File: config.mk
export PLATFORM = sky130hd
export DESIGN_NAME = irfb_rsp_fifo
export DESIGN_NICKNAME = d
export VERILOG_FILES = /design/src/rtl/image_rotate_frame_buffer_macros.svh /design/src/rtl/irfb_pkg.sv /design/src/rtl/irfb_rsp_fifo.sv
export SDC_FILE = /design/constraint.sdc
export NUM_CORES = 1
export LEC_CHECK = 0
export BUFFER_PORTS_ARGS = -buffer_cell sky130_fd_sc_hd__buf_2
export CAP_MARGIN = 30
export CORE_AREA = 5 5 108 110
export DETAILED_ROUTE_END_ITERATION = 12
export DIE_AREA = 0 0 113 115
export SLEW_MARGIN = 20
export SYNTH_ARGS = -nofsm -noshare
export SYNTH_HDL_FRONTEND = slang
export SYNTH_SLANG_ARGS = --single-unit
export TNS_END_PERCENT = 5
File: constraint.sdc
create_clock -name clock -period 4.3 [get_ports clock]
set_input_delay 0.86 -clock clock [delete_from_list [all_inputs] [get_ports clock]]
set_output_delay 0.86 -clock clock [all_outputs]
set_load 0.02 [all_outputs]
File: src/rtl/image_rotate_frame_buffer_macros.svh
// Assertion helpers shared by the rotator RTL.
`ifndef IMAGE_ROTATE_FRAME_BUFFER_MACROS_SVH
`define IMAGE_ROTATE_FRAME_BUFFER_MACROS_SVH

// prop must hold at every clock edge outside reset
`define IRFB_ASSERT_HOLDS(label, clk, rst, prop, msg) \
   label: assert property (@(posedge clk) disable iff (rst) (prop)) else $error(msg);

// cond must never be seen outside reset
`define IRFB_ASSERT_NEVER(label, clk, rst, cond, msg) \
   label: assert property (@(posedge clk) disable iff (rst) !(cond)) else $error(msg);

`endif

File: src/rtl/irfb_pkg.sv
`default_nettype none
package irfb_pkg;

   localparam int MAX_SIDE   = 128;
   localparam int SIDE_W     = $clog2(MAX_SIDE + 1);
   localparam int IDX_W      = $clog2(MAX_SIDE);
   localparam int MEM_DEPTH  = MAX_SIDE * MAX_SIDE;
   localparam int ADDR_W     = $clog2(MEM_DEPTH);
   localparam int PROD_W     = IDX_W + SIDE_W + 1;
   localparam int CFG_W      = 8;
   localparam int MODE_W     = 2;
   localparam int CSR_IDX_W  = 2;
   localparam int COLOR_W    = 8;
   localparam int PIX_W      = 3 * COLOR_W;
   localparam int CMP_W      = (SIDE_W > CFG_W) ? SIDE_W : CFG_W;

   // response queue: covers every read in flight through the pipeline
   localparam int FIFO_DEPTH = 4;
   localparam int FIFO_PTR_W = $clog2(FIFO_DEPTH);
   localparam int FIFO_CNT_W = $clog2(FIFO_DEPTH + 1);
   localparam int OUT_CNT_W  = $clog2(2 * FIFO_DEPTH);

   localparam logic [MODE_W-1:0] ROT_CW90  = 2'd0;
   localparam logic [MODE_W-1:0] ROT_CCW90 = 2'd1;
   localparam logic [MODE_W-1:0] ROT_180   = 2'd2;

   localparam logic ACT_WRITE = 1'b0;
   localparam logic ACT_READ  = 1'b1;

   typedef enum logic [CSR_IDX_W-1:0] {
      REG_IMAGE_WIDTH   = 2'd0,
      REG_IMAGE_HEIGHT  = 2'd1,
      REG_ROTATION_MODE = 2'd2
   } csr_index_type;

   typedef struct packed {
      logic               action;
      logic [COLOR_W-1:0] red;
      logic [COLOR_W-1:0] green;
      logic [COLOR_W-1:0] blue;
   } req_type;

   typedef struct packed {
      logic [COLOR_W-1:0] out_red;
      logic [COLOR_W-1:0] out_green;
      logic [COLOR_W-1:0] out_blue;
      logic               last_of_frame;
   } rsp_type;

   typedef struct packed {
      logic [SIDE_W-1:0] width;
      logic [SIDE_W-1:0] height;
      logic [MODE_W-1:0] mode;
   } cfg_type;

   typedef struct packed {
      logic              valid;
      logic              is_read;
      logic [ADDR_W-1:0] addr;
      logic [PIX_W-1:0]  pixel;
      logic              last;
   } mem_op_type;

   function automatic logic [SIDE_W-1:0] clamp_side(input logic [CFG_W-1:0] v);
      logic [CMP_W-1:0] ve;
      ve = CMP_W'(v);
      if (ve == '0) begin
         return SIDE_W'(1);
      end else if (ve > CMP_W'(MAX_SIDE)) begin
         return SIDE_W'(MAX_SIDE);
      end
      return SIDE_W'(ve);
   endfunction

endpackage
`default_nettype wire

File: src/rtl/irfb_rsp_fifo.sv
`default_nettype none
module irfb_rsp_fifo (
   input  wire logic                          clock,
   input  wire logic                          reset,
   input  wire logic                          push,
   input  wire irfb_pkg::rsp_type             push_data,
   input  wire logic                          pop,
   output logic                               out_valid,
   output irfb_pkg::rsp_type                  out_data,
   output logic [irfb_pkg::FIFO_CNT_W-1:0]    count
);
   import irfb_pkg::*;

   rsp_type               entry_ff [FIFO_DEPTH];
   logic [FIFO_PTR_W-1:0] wr_ptr_ff, wr_ptr_in;
   logic [FIFO_PTR_W-1:0] rd_ptr_ff, rd_ptr_in;
   logic [FIFO_CNT_W-1:0] count_ff,  count_in;
   logic                  do_pop;

   assign do_pop = pop && (count_ff != '0);

   always_comb begin
      wr_ptr_in = push   ? wr_ptr_ff + FIFO_PTR_W'(1) : wr_ptr_ff;
      rd_ptr_in = do_pop ? rd_ptr_ff + FIFO_PTR_W'(1) : rd_ptr_ff;
      count_in  = count_ff + FIFO_CNT_W'(push) - FIFO_CNT_W'(do_pop);
   end

   always_ff @(posedge clock) begin
      if (reset) begin
         wr_ptr_ff <= '0;
         rd_ptr_ff <= '0;
         count_ff  <= '0;
      end else begin
         wr_ptr_ff <= wr_ptr_in;
         rd_ptr_ff <= rd_ptr_in;
         count_ff  <= count_in;
      end
   end

   always_ff @(posedge clock) begin
      if (push) begin
         entry_ff[wr_ptr_ff] <= push_data;
      end
   end

   assign out_valid = (count_ff != '0);
   assign out_data  = entry_ff[rd_ptr_ff];
   assign count     = count_ff;

endmodule
`default_nettype wire

==> impl_metrics.yaml <==
synthesis:
  synth_area_per_cell_um2: 23.4
  ys_ff_latch: 109
  synth.area.top_cells: "edfxtp_1 73%, mux4_2 11%, dfxtp_1 4.4%, mux4_1 3.2%, ha_1 1.8%"
  synth_cell_types: 22
  netlist_instances: 176
  yosys.area.top_type_share_pct: 72.9
  synth_area_mm2: 0.00412
  synth_fp_nets: 212
  yosysSeqAreaShare_pct: 77.2
  yosysWarnings: 0
  synth_largest_area_cell: "edfxtp_1"
global_routing:
  grtUsageTotal_pct: 11.7
  grt_pass1_vias: 2046
  grt_max_degree: 26
  overflow: 0
  grt_antenna_before_repair: 0
  grt_pass1_wl_um: 11200
worst_setup_path:
  critical_path.max_fanout: 13
  arrival_ns: 2.00
  cp-start-kind: "flop"
  endpoint_kind: "output pin"
  crit_type: "reg -> out"
  required_ns: 3.44
die:
  die_w_um: 113
  core_mm2: 0.0106
  io-pin-count: 58
  rows: 38
  die_y_um: 115
  start_util_pct: 38.9
  dieArea_mm2: 0.0130
cts:
  htreeDepth: 3
  cts_tree: "yes"
  cts_resized: 0
  cts_hold_buf: 0
  post_cts_buffers: 0
  cts_buffers: 9
  clk_pin_slew_ns: 0.10
  clockBufferDepth: 2
  clk_latency_ns: 0.35
  cts_sinks: 109
  cts_root_buf: "clkbuf_8"
pwr:
  peakVddDrop_v: 0.000211
  p_total_mw: 2.38
  p_leak_nw: 1.64
  p_per_area_mw_per_mm2: 502
detailed_routing:
  highest-signal-layer: "met4"
  routed_wl_um: 7070
  drt_first_pass_iters: 4
  m1WireLength_um: 3070
  num_vias: 1848
  post-route-drc-count: 0
  drt-initial-drc-count: 81
  ant_nets: 0
  wl_met2_um: 3520
  met3WireLength_um: 402
  drt-wirelength-per-cell_um: 18.2
  vias_per_cell: 4.76
layout:
  final_cells: 388
  fillCellCount: 922
  final_nets: 279
  area_growth_syn_to_layout_pct: 15.1
  n_antenna_cell: 0
  drive_gt1_share_pct: 40.7
  design_area_mm2: 0.00474
timing:
  fmax_mhz: 350
  whs_ns: 0.562
  rsz0062_at_grt: "false"
  setup_violations: 0
  hold_violations: 0
  setup-tns-final_ns: 0
  period_share_pct: 66.5
  fin_worst_skew_ns: 0.00898
  drv_slew: 0
  worst_pin_slew_ns: 0.680
  relSlewSlack_pct: 54.7
  period_minus_slack_ns: 2.86
outcome:
  outcome: "finished, final reports clean"
hold_path:
  hold_path.class: "reg -> reg"
placed_design:
  io_buffers: 57
  place_area_mm2: 0.00455
  hpwl_um: 4500
  post-place-cells: 371
  place_congestion: 0.622
job:
  drv_cap: 0
synthesized netlist by cell type (all sizes together):
master / count
edfxtp: 100
buf: 5
mux2i: 1
or3: 1
mux2: 3
clkbuf: 2
nor2b: 4
nor2: 5
o31a: 1
o311ai: 1
xor3: 1
fa: 1
dfxtp: 9
ha: 6
and2: 4
xnor2: 1
inv: 6
mux4: 25
layout make-up:
cell class,instances,area (um^2),share of cell area (%)
clock buffer,10,128,2.69
clock inverter,6,38.8,0.818
inverter,6,22.5,0.475
multi-input combinational,54,846,17.8
sequential,109,3180,67.1
tap,140,175,3.69
timing repair buffer,63,350,7.38
per-stage QoR:
| stage | setup WS [ns] | util [%] |
|---|---|---|
| after floorplan | 2.14 | - |
| after global placement | 1.62 | 42.9 |
| after detailed placement | 1.62 | 42.9 |
| after CTS | 1.21 | 44.5 |
| after global routing | 1.28 | 44.7 |
| final | 1.44 | 44.7 |
cell families (layout without fill, tap and decap cells):
kind of cell | Yosys count | count (layout) | share of synthesized area [%]
XOR/XNOR | 2 | 2 | 0.789
adder cells (fa/ha/maj) | 7 | 7 | 2.31
multiplexers | 29 | 29 | 15.2
buffers and inverters | 13 | 85 | 2.25
AND/OR/NAND/NOR | 14 | 14 | 1.82
flip-flops | 109 | 109 | 77.2
AO/OA/AOI/OAI | 2 | 2 | 0.425
report_power, final:
part / internal, mW / total [mW] / leakage, nW / switching (mW)
clock network: 0.210 / 0.535 / 0.0841 / 0.324
logic: 0.272 / 0.562 / 0.558 / 0.290
registers: 1.23 / 1.29 / 0.993 / 0.0594
path summary, 6_finish.rpt:
check        cells past startpoint         start  slack, ns            to
min                              2  wr_ptr_ff[1]       0.56  wr_ptr_ff[1]
max                              3          flop       1.44   out_data[2]
max reg2reg                      7      count[1]       2.35      count[2]
min reg2reg                      2  wr_ptr_ff[1]       0.56  wr_ptr_ff[1]
cell usage in the layout (no fill, tap or decap):
cell and count:
buf_16 1, and2_1 4, nor2_1 5, buf_4 5, buf_2 57, clkbuf_1 1
o31a_1 1, mux4_1 5, nor2b_1 4, mux4_2 20, o311ai_0 1, mux2_2 3
inv_6 1, or3_1 1, clkinv_1 1, clkinvlp_4 1, ha_1 6, edfxtp_1 100
clkinv_4 1, mux2i_1 1, xor3_1 1, fa_1 1, dfxtp_1 8, dfxtp_2 1
clkbuf_8 9, xnor2_1 1, clkinv_2 2, inv_1 6
state kept, by name, summed over array words and instances, names as in the netlist, named ones only:
signal	count
count	3
rd_ptr_ff	2
entry_ff	100
wr_ptr_ff	2
worst max-delay path, stage by stage, from the launching register on:
cell and delay, ns:
dfxtp_2 0.67, buf_16 0.23, mux4_1 0.56, buf_2 0.18
routing by layer:
metal | global-route usage [%] | vias to the layer above
li1 | - | 849
met1 | 14.8 | 946
met2 | 19.2 | 45
met3 | 4.47 | 8
met4 | 3.13 | 0
met5 | 0 | -
Note: power is estimated with default switching activity, not from simulation.
