[src/rtl/image_rotate_frame_buffer_macros.svh]
// Assertion helpers shared by the rotator RTL.
`ifndef IMAGE_ROTATE_FRAME_BUFFER_MACROS_SVH
`define IMAGE_ROTATE_FRAME_BUFFER_MACROS_SVH

// prop must hold at every clock edge outside reset
`define IRFB_ASSERT_HOLDS(label, clk, rst, prop, msg) \
   label: assert property (@(posedge clk) disable iff (rst) (prop)) else $error(msg);

// cond must never be seen outside reset
`define IRFB_ASSERT_NEVER(label, clk, rst, cond, msg) \
   label: assert property (@(posedge clk) disable iff (rst) !(cond)) else $error(msg);

`endif

[src/rtl/irfb_pkg.sv]
`default_nettype none
package irfb_pkg;

   localparam int MAX_SIDE   = 128;
   localparam int SIDE_W     = $clog2(MAX_SIDE + 1);
   localparam int IDX_W      = $clog2(MAX_SIDE);
   localparam int MEM_DEPTH  = MAX_SIDE * MAX_SIDE;
   localparam int ADDR_W     = $clog2(MEM_DEPTH);
   localparam int PROD_W     = IDX_W + SIDE_W + 1;
   localparam int CFG_W      = 8;
   localparam int MODE_W     = 2;
   localparam int CSR_IDX_W  = 2;
   localparam int COLOR_W    = 8;
   localparam int PIX_W      = 3 * COLOR_W;
   localparam int CMP_W      = (SIDE_W > CFG_W) ? SIDE_W : CFG_W;

   // response queue: covers every read in flight through the pipeline
   localparam int FIFO_DEPTH = 4;
   localparam int FIFO_PTR_W = $clog2(FIFO_DEPTH);
   localparam int FIFO_CNT_W = $clog2(FIFO_DEPTH + 1);
   localparam int OUT_CNT_W  = $clog2(2 * FIFO_DEPTH);

   localparam logic [MODE_W-1:0] ROT_CW90  = 2'd0;
   localparam logic [MODE_W-1:0] ROT_CCW90 = 2'd1;
   localparam logic [MODE_W-1:0] ROT_180   = 2'd2;

   localparam logic ACT_WRITE = 1'b0;
   localparam logic ACT_READ  = 1'b1;

   typedef enum logic [CSR_IDX_W-1:0] {
      REG_IMAGE_WIDTH   = 2'd0,
      REG_IMAGE_HEIGHT  = 2'd1,
      REG_ROTATION_MODE = 2'd2
   } csr_index_type;

   typedef struct packed {
      logic               action;
      logic [COLOR_W-1:0] red;
      logic [COLOR_W-1:0] green;
      logic [COLOR_W-1:0] blue;
   } req_type;

   typedef struct packed {
      logic [COLOR_W-1:0] out_red;
      logic [COLOR_W-1:0] out_green;
      logic [COLOR_W-1:0] out_blue;
      logic               last_of_frame;
   } rsp_type;

   typedef struct packed {
      logic [SIDE_W-1:0] width;
      logic [SIDE_W-1:0] height;
      logic [MODE_W-1:0] mode;
   } cfg_type;

   typedef struct packed {
      logic              valid;
      logic              is_read;
      logic [ADDR_W-1:0] addr;
      logic [PIX_W-1:0]  pixel;
      logic              last;
   } mem_op_type;

   function automatic logic [SIDE_W-1:0] clamp_side(input logic [CFG_W-1:0] v);
      logic [CMP_W-1:0] ve;
      ve = CMP_W'(v);
      if (ve == '0) begin
         return SIDE_W'(1);
      end else if (ve > CMP_W'(MAX_SIDE)) begin
         return SIDE_W'(MAX_SIDE);
      end
      return SIDE_W'(ve);
   endfunction

endpackage
`default_nettype wire

[src/rtl/irfb_addr_gen.sv]
`default_nettype none
module irfb_addr_gen (
   input  wire logic                  clock,
   input  wire logic                  reset,
   input  wire irfb_pkg::cfg_type     cfg,
   input  wire logic                  clear,
   input  wire logic                  req_fire,
   input  wire irfb_pkg::req_type     req,
   output logic                       s1_read,
   output irfb_pkg::mem_op_type       mem_op
);
   import irfb_pkg::*;

   logic [IDX_W-1:0] load_row_ff, load_row_in;
   logic [IDX_W-1:0] load_col_ff, load_col_in;
   logic [IDX_W-1:0] read_row_ff, read_row_in;
   logic [IDX_W-1:0] read_col_ff, read_col_in;

   logic              s1_valid_ff;
   logic              s1_read_ff,  s1_read_in;
   logic [IDX_W-1:0]  s1_y_ff,     s1_y_in;
   logic [IDX_W-1:0]  s1_z_ff,     s1_z_in;
   logic [SIDE_W-1:0] s1_dw_ff,    s1_dw_in;
   logic [PIX_W-1:0]  s1_pixel_ff, s1_pixel_in;
   logic              s1_last_ff,  s1_last_in;

   logic              s2_valid_ff;
   logic              s2_read_ff;
   logic [ADDR_W-1:0] s2_addr_ff,  s2_addr_in;
   logic [PIX_W-1:0]  s2_pixel_ff;
   logic              s2_last_ff;

   logic              half_turn;
   logic [SIDE_W-1:0] dw, dh;
   logic [SIDE_W-1:0] load_col_nxt, load_row_nxt, read_col_nxt, read_row_nxt;
   logic [SIDE_W-1:0] h_m1_r, w_m1_c;
   logic [PROD_W-1:0] lin;

   assign half_turn = cfg.mode[1];
   assign dw = half_turn ? cfg.width  : cfg.height;
   assign dh = half_turn ? cfg.height : cfg.width;

   always_comb begin
      load_col_nxt = SIDE_W'(load_col_ff) + SIDE_W'(1);
      load_row_nxt = SIDE_W'(load_row_ff) + SIDE_W'(1);
      read_col_nxt = SIDE_W'(read_col_ff) + SIDE_W'(1);
      read_row_nxt = SIDE_W'(read_row_ff) + SIDE_W'(1);
      h_m1_r = cfg.height - SIDE_W'(1) - SIDE_W'(load_row_ff);
      w_m1_c = cfg.width  - SIDE_W'(1) - SIDE_W'(load_col_ff);

      load_row_in = load_row_ff;
      load_col_in = load_col_ff;
      read_row_in = read_row_ff;
      read_col_in = read_col_ff;

      s1_read_in  = req.action;
      s1_dw_in    = dw;
      s1_pixel_in = {req.red, req.green, req.blue};
      s1_last_in  = (SIDE_W'(read_row_ff) == dh - SIDE_W'(1)) &&
                    (SIDE_W'(read_col_ff) == dw - SIDE_W'(1));

      if (req.action == ACT_READ) begin
         s1_y_in = read_row_ff;
         s1_z_in = read_col_ff;
      end else if (half_turn) begin
         s1_y_in = IDX_W'(h_m1_r);
         s1_z_in = IDX_W'(w_m1_c);
      end else if (cfg.mode == ROT_CW90) begin
         s1_y_in = load_col_ff;
         s1_z_in = IDX_W'(h_m1_r);
      end else begin
         s1_y_in = IDX_W'(w_m1_c);
         s1_z_in = load_row_ff;
      end

      priority if (clear) begin
         load_row_in = '0;
         load_col_in = '0;
         read_row_in = '0;
         read_col_in = '0;
      end else if (req_fire && req.action == ACT_WRITE) begin
         if (load_col_nxt >= cfg.width) begin
            load_col_in = '0;
            load_row_in = (load_row_nxt >= cfg.height) ? '0 : IDX_W'(load_row_nxt);
         end else begin
            load_col_in = IDX_W'(load_col_nxt);
         end
      end else if (req_fire) begin
         if (read_col_nxt >= dw) begin
            read_col_in = '0;
            read_row_in = (read_row_nxt >= dh) ? '0 : IDX_W'(read_row_nxt);
         end else begin
            read_col_in = IDX_W'(read_col_nxt);
         end
      end else begin
      end
   end

   assign lin = PROD_W'(s1_y_ff) * PROD_W'(s1_dw_ff) + PROD_W'(s1_z_ff);
   assign s2_addr_in = ADDR_W'(lin);

   always_ff @(posedge clock) begin
      if (reset) begin
         load_row_ff <= '0;
         load_col_ff <= '0;
         read_row_ff <= '0;
         read_col_ff <= '0;
         s1_valid_ff <= 1'b0;
         s2_valid_ff <= 1'b0;
      end else begin
         load_row_ff <= load_row_in;
         load_col_ff <= load_col_in;
         read_row_ff <= read_row_in;
         read_col_ff <= read_col_in;
         s1_valid_ff <= req_fire;
         s2_valid_ff <= s1_valid_ff;
      end
   end

   always_ff @(posedge clock) begin
      s1_read_ff  <= s1_read_in;
      s1_y_ff     <= s1_y_in;
      s1_z_ff     <= s1_z_in;
      s1_dw_ff    <= s1_dw_in;
      s1_pixel_ff <= s1_pixel_in;
      s1_last_ff  <= s1_last_in;
      s2_read_ff  <= s1_read_ff;
      s2_addr_ff  <= s2_addr_in;
      s2_pixel_ff <= s1_pixel_ff;
      s2_last_ff  <= s1_last_ff;
   end

   assign s1_read        = s1_valid_ff && s1_read_ff;
   assign mem_op.valid   = s2_valid_ff;
   assign mem_op.is_read = s2_read_ff;
   assign mem_op.addr    = s2_addr_ff;
   assign mem_op.pixel   = s2_pixel_ff;
   assign mem_op.last    = s2_last_ff;

endmodule
`default_nettype wire

[config.mk]
export PLATFORM = sky130hd
export DESIGN_NAME = irfb_addr_gen
export DESIGN_NICKNAME = d
export VERILOG_FILES = /design/src/rtl/image_rotate_frame_buffer_macros.svh /design/src/rtl/irfb_pkg.sv /design/src/rtl/irfb_addr_gen.sv
export SDC_FILE = /design/constraint.sdc
export NUM_CORES = 1
export LEC_CHECK = 0
export BUFFER_PORTS_ARGS = -buffer_cell sky130_fd_sc_hd__buf_2
export CORE_UTILIZATION = 35
export DETAILED_ROUTE_END_ITERATION = 16
export HOLD_SLACK_MARGIN = 0.12
export SETUP_SLACK_MARGIN = 0.2
export SYNTH_ARGS = -nofsm -noshare
export SYNTH_HDL_FRONTEND = slang
export SYNTH_SLANG_ARGS = --single-unit
[constraint.sdc]
create_clock -name clock -period 4.97 [get_ports clock]
set_input_delay 0.994 -clock clock [delete_from_list [all_inputs] [get_ports clock]]
set_output_delay 0.994 -clock clock [all_outputs]
set_load 0.01 [all_outputs]
==> out/results.ini <==
[critical_path]
critical_path.max_fanout=8
timing.rr.end=s2_addr_ff[12]$_DFF_P_
crit_start=s1_y_ff[5]$_DFF_P_
cp_common_cell=fa_1
crit_family=adder cells
worstPathCellList=and2_1, fa_1, fa_1, fa_1, inv_1, fa_1, inv_1, ha_1, nor2_1, inv_1, a21oi_1, a31oi_1, or4_1, nand3_1
critPathLaunchType=flop
critPathArrivalTime_ns=4.50
cp_num_buf_inv=3
crit_slowest_cell=fa_1
slowest_delay_ns=0.55
crit_required_ns=5.33
reg2regPathDepth=14
path_depth=14
r2r-start=s1_y_ff[5]$_DFF_P_
endpoint=s2_addr_ff[12]$_DFF_P_
r2r_slack_ns=0.83
endpoint_kind=flop
crit_type=flop to flop

[floorplan]
placementRows=54
die_x_um=152
fp.dieH_um=152
io_pins=89
initial_core_util_pct=35.9
dieArea_um2=23200
core_um2=22000

[drt]
wl_per_cell_um=14.9
drt_iter0_markers=348
wl_um=18600
viasPerCell=5.00
ant_nets=0
drc_errors=9
vias=6257
dr.pass1.iters=11

[synthesis]
synth_edf_count=0
yosysMostFrequentCell=dfxtp_1
synth_seq_area_share_pct=29.8
syn_area_per_cell_um2=8.99
synth_xor_xnor_area_share_pct=6.97
synth_compound_area_share_pct=14.2
syn_area_um2=7920
synth_top_cell_area_share_pct=29.8
synth_area_leaders=dfxtp_1 30%, ha_1 13%, fa_1 9.4%
syn-num-nets=1049
synth_mux_area_share_pct=3.86
post_synth_num_cell_types=63
synthArstFlopShare_pct=0
yosysWarnings=0
synth_commonest_cells=118 x dfxtp_1, 106 x inv_1, 84 x ha_1
synth_top_family_by_area=adder cells
synth_ff_type=dfxtp_1
ys_seq_elements=118
synthSimpleGateAreaFrac_pct=15.4
synthAdderAreaFrac_pct=22.6
synth_cells=881
yosysTopAreaCell=dfxtp_1

[timing]
final_hold_viol_count=0
min_period_over_period_pct=83.2
slew_headroom_pct=40.7
rsz0062_at_grt=no
setup_viol=0
worst_pin_slew_ns=0.886
fin_tns_setup_ns=0
fmax_mhz=242
fin_crit_ns=4.14
maxSlewViolCount=0
finClkSkew_ns=0.0115

[cts]
cts_tree=yes
cts.sinks=118
clock_latency_ns=0.43
postCtsHoldBufs=0
clockRootBuffer=clkbuf_16
h-tree-depth=4
numCtsBuffers=17
cts_resized=0
post_cts_buffers=0
clk_pin_slew_worst_paths_ns=0.07
cts.path.max_buffers=2

[global_routing]
gr-total-overflow=0
first_global_vias=6095
met1_usage_pct=22.1
track_usage_pct=16.6
grt_pass1_wl_um=30700
antenna_found_initial=0
grt_max_degree=34
grt_use_met3_pct=3.19
met2_usage_pct=26.6
busiest_layer=met2

[finish]
post-route-util_pct=41.6
synthToLayoutAreaGrowth_pct=15.8
antenna_cells=0
final_layout_size_suffix_gt1_share_pct=14.1
fillers=2226
fin_nets=1126

[hold_path]
min_path_type=flop to flop

[power_and_ir_drop]
power.leakage_nw=4.30
irDropWorstVdd_v=0.000206
p_per_area_nw_per_um2=338

[run]
cap_violations=0

[outcome]
status=finished with violations
violations=DRC

[placement]
gp_congestion=0.880
io_buffers=88
hpwl_um=14600

## per-layer routing
layer,vias up,wire length [um]
met5,-,0
met2,155,8410
met1,2912,8920
met3,29,830
met4,0,413
li1,3161,-
## report_power, final
group | internal (W) | total (W) | switching [W]
logic | 0.000331 | 0.000774 | 0.000443
registers | 0.00104 | 0.00107 | 0.0000332
clock network | 0.000751 | 0.00125 | 0.000499
total | 0.00212 | 0.00309 | 0.000975
## cell families after synthesis
group / after synthesis
AO/OA/AOI/OAI: 176
XOR/XNOR: 63
adder cells (fa/ha/maj): 121
buffers and inverters: 141
flip-flops: 118
multiplexers: 25
AND/OR/NAND/NOR: 237
## metrics by stage
step	instances	hold slack (ns)	power, W	setup WS, ns	instance area, um2
after global placement	1219	0.310	0.00185	0.887	8570
final	1251	0.326	0.00309	0.835	9170
after global routing	1251	0.330	0.00329	0.565	9170
after CTS	1251	0.327	0.00314	0.823	9170
after floorplan	881	0.310	0.00165	1.04	7920
after detailed placement	1219	0.312	0.00186	0.835	8570
## registers in the layout, summed over array words and instances (netlist names)
| name | cells |
|---|---|
| s1_pixel_ff | 24 |
| s2_pixel_ff | 24 |
| s2_addr_ff | 14 |
| s1_dw_ff | 8 |
| load_col_ff | 7 |
| load_row_ff | 7 |
| read_col_ff | 7 |
| read_row_ff | 7 |
| s1_y_ff | 7 |
| s1_z_ff | 7 |
| s1_last_ff | 1 |
| s1_read_ff | 1 |
| s1_valid_ff | 1 |
| s2_last_ff | 1 |
| s2_read_ff | 1 |
| s2_valid_ff | 1 |
## cell type report
type                       instances  area, um2  share of cell area, %
timing repair buffer              91        463                   5.05
inverter                         108        405                   4.42
tap                              280        350                   3.82
clock buffer                      18        429                   4.68
multi-input combinational        622       4990                   54.4
clock inverter                    14        166                   1.82
sequential                       118       2360                   25.8
## placed cells by master, fill, tap and decap left out, types with 4 or more instances in the layout
cell type and instances:
dfxtp_1 118, inv_1 106, buf_2 88, ha_1 84, nand2_1 64, a21oi_1 51, xnor2_1 42, o21ai_0 39
fa_1 37, and2_1 36, nor2_1 32, nand3_1 28, xor2_1 21, mux2i_1 19, nor3_1 17, clkbuf_16 17
a21o_1 16, and3_1 16, a31oi_1 13, o21ai_1 10, nand4_1 10, nor2b_1 7, o21a_1 6, o21bai_1 6
o31ai_1 5, nand2b_1 5, nor4_1 5, mux2i_4 4, a32o_1 4, clkinv_4 4
## worst min path at each step
stage | slack, ns | from | cells after the start | endpoint
5_1_grt | 0.33 | s1_pixel_ff[18]$_DFF_P_ | 0 | s2_pixel_ff[18]$_DFF_P_
2_1_floorplan | 0.31 | s1_last_ff$_DFF_P_ | 0 | s2_last_ff$_DFF_P_
4_1_cts | 0.33 | s1_pixel_ff[15]$_DFF_P_ | 0 | s2_pixel_ff[15]$_DFF_P_
3_5_place_dp | 0.31 | s1_pixel_ff[15]$_DFF_P_ | 0 | s2_pixel_ff[15]$_DFF_P_
6_report | 0.33 | s1_pixel_ff[6]$_DFF_P_ | 0 | s2_pixel_ff[6]$_DFF_P_
3_3_place_gp | 0.31 | s1_pixel_ff[22]$_DFF_P_ | 0 | s2_pixel_ff[22]$_DFF_P_
Note: power is estimated with default switching activity, not from simulation.
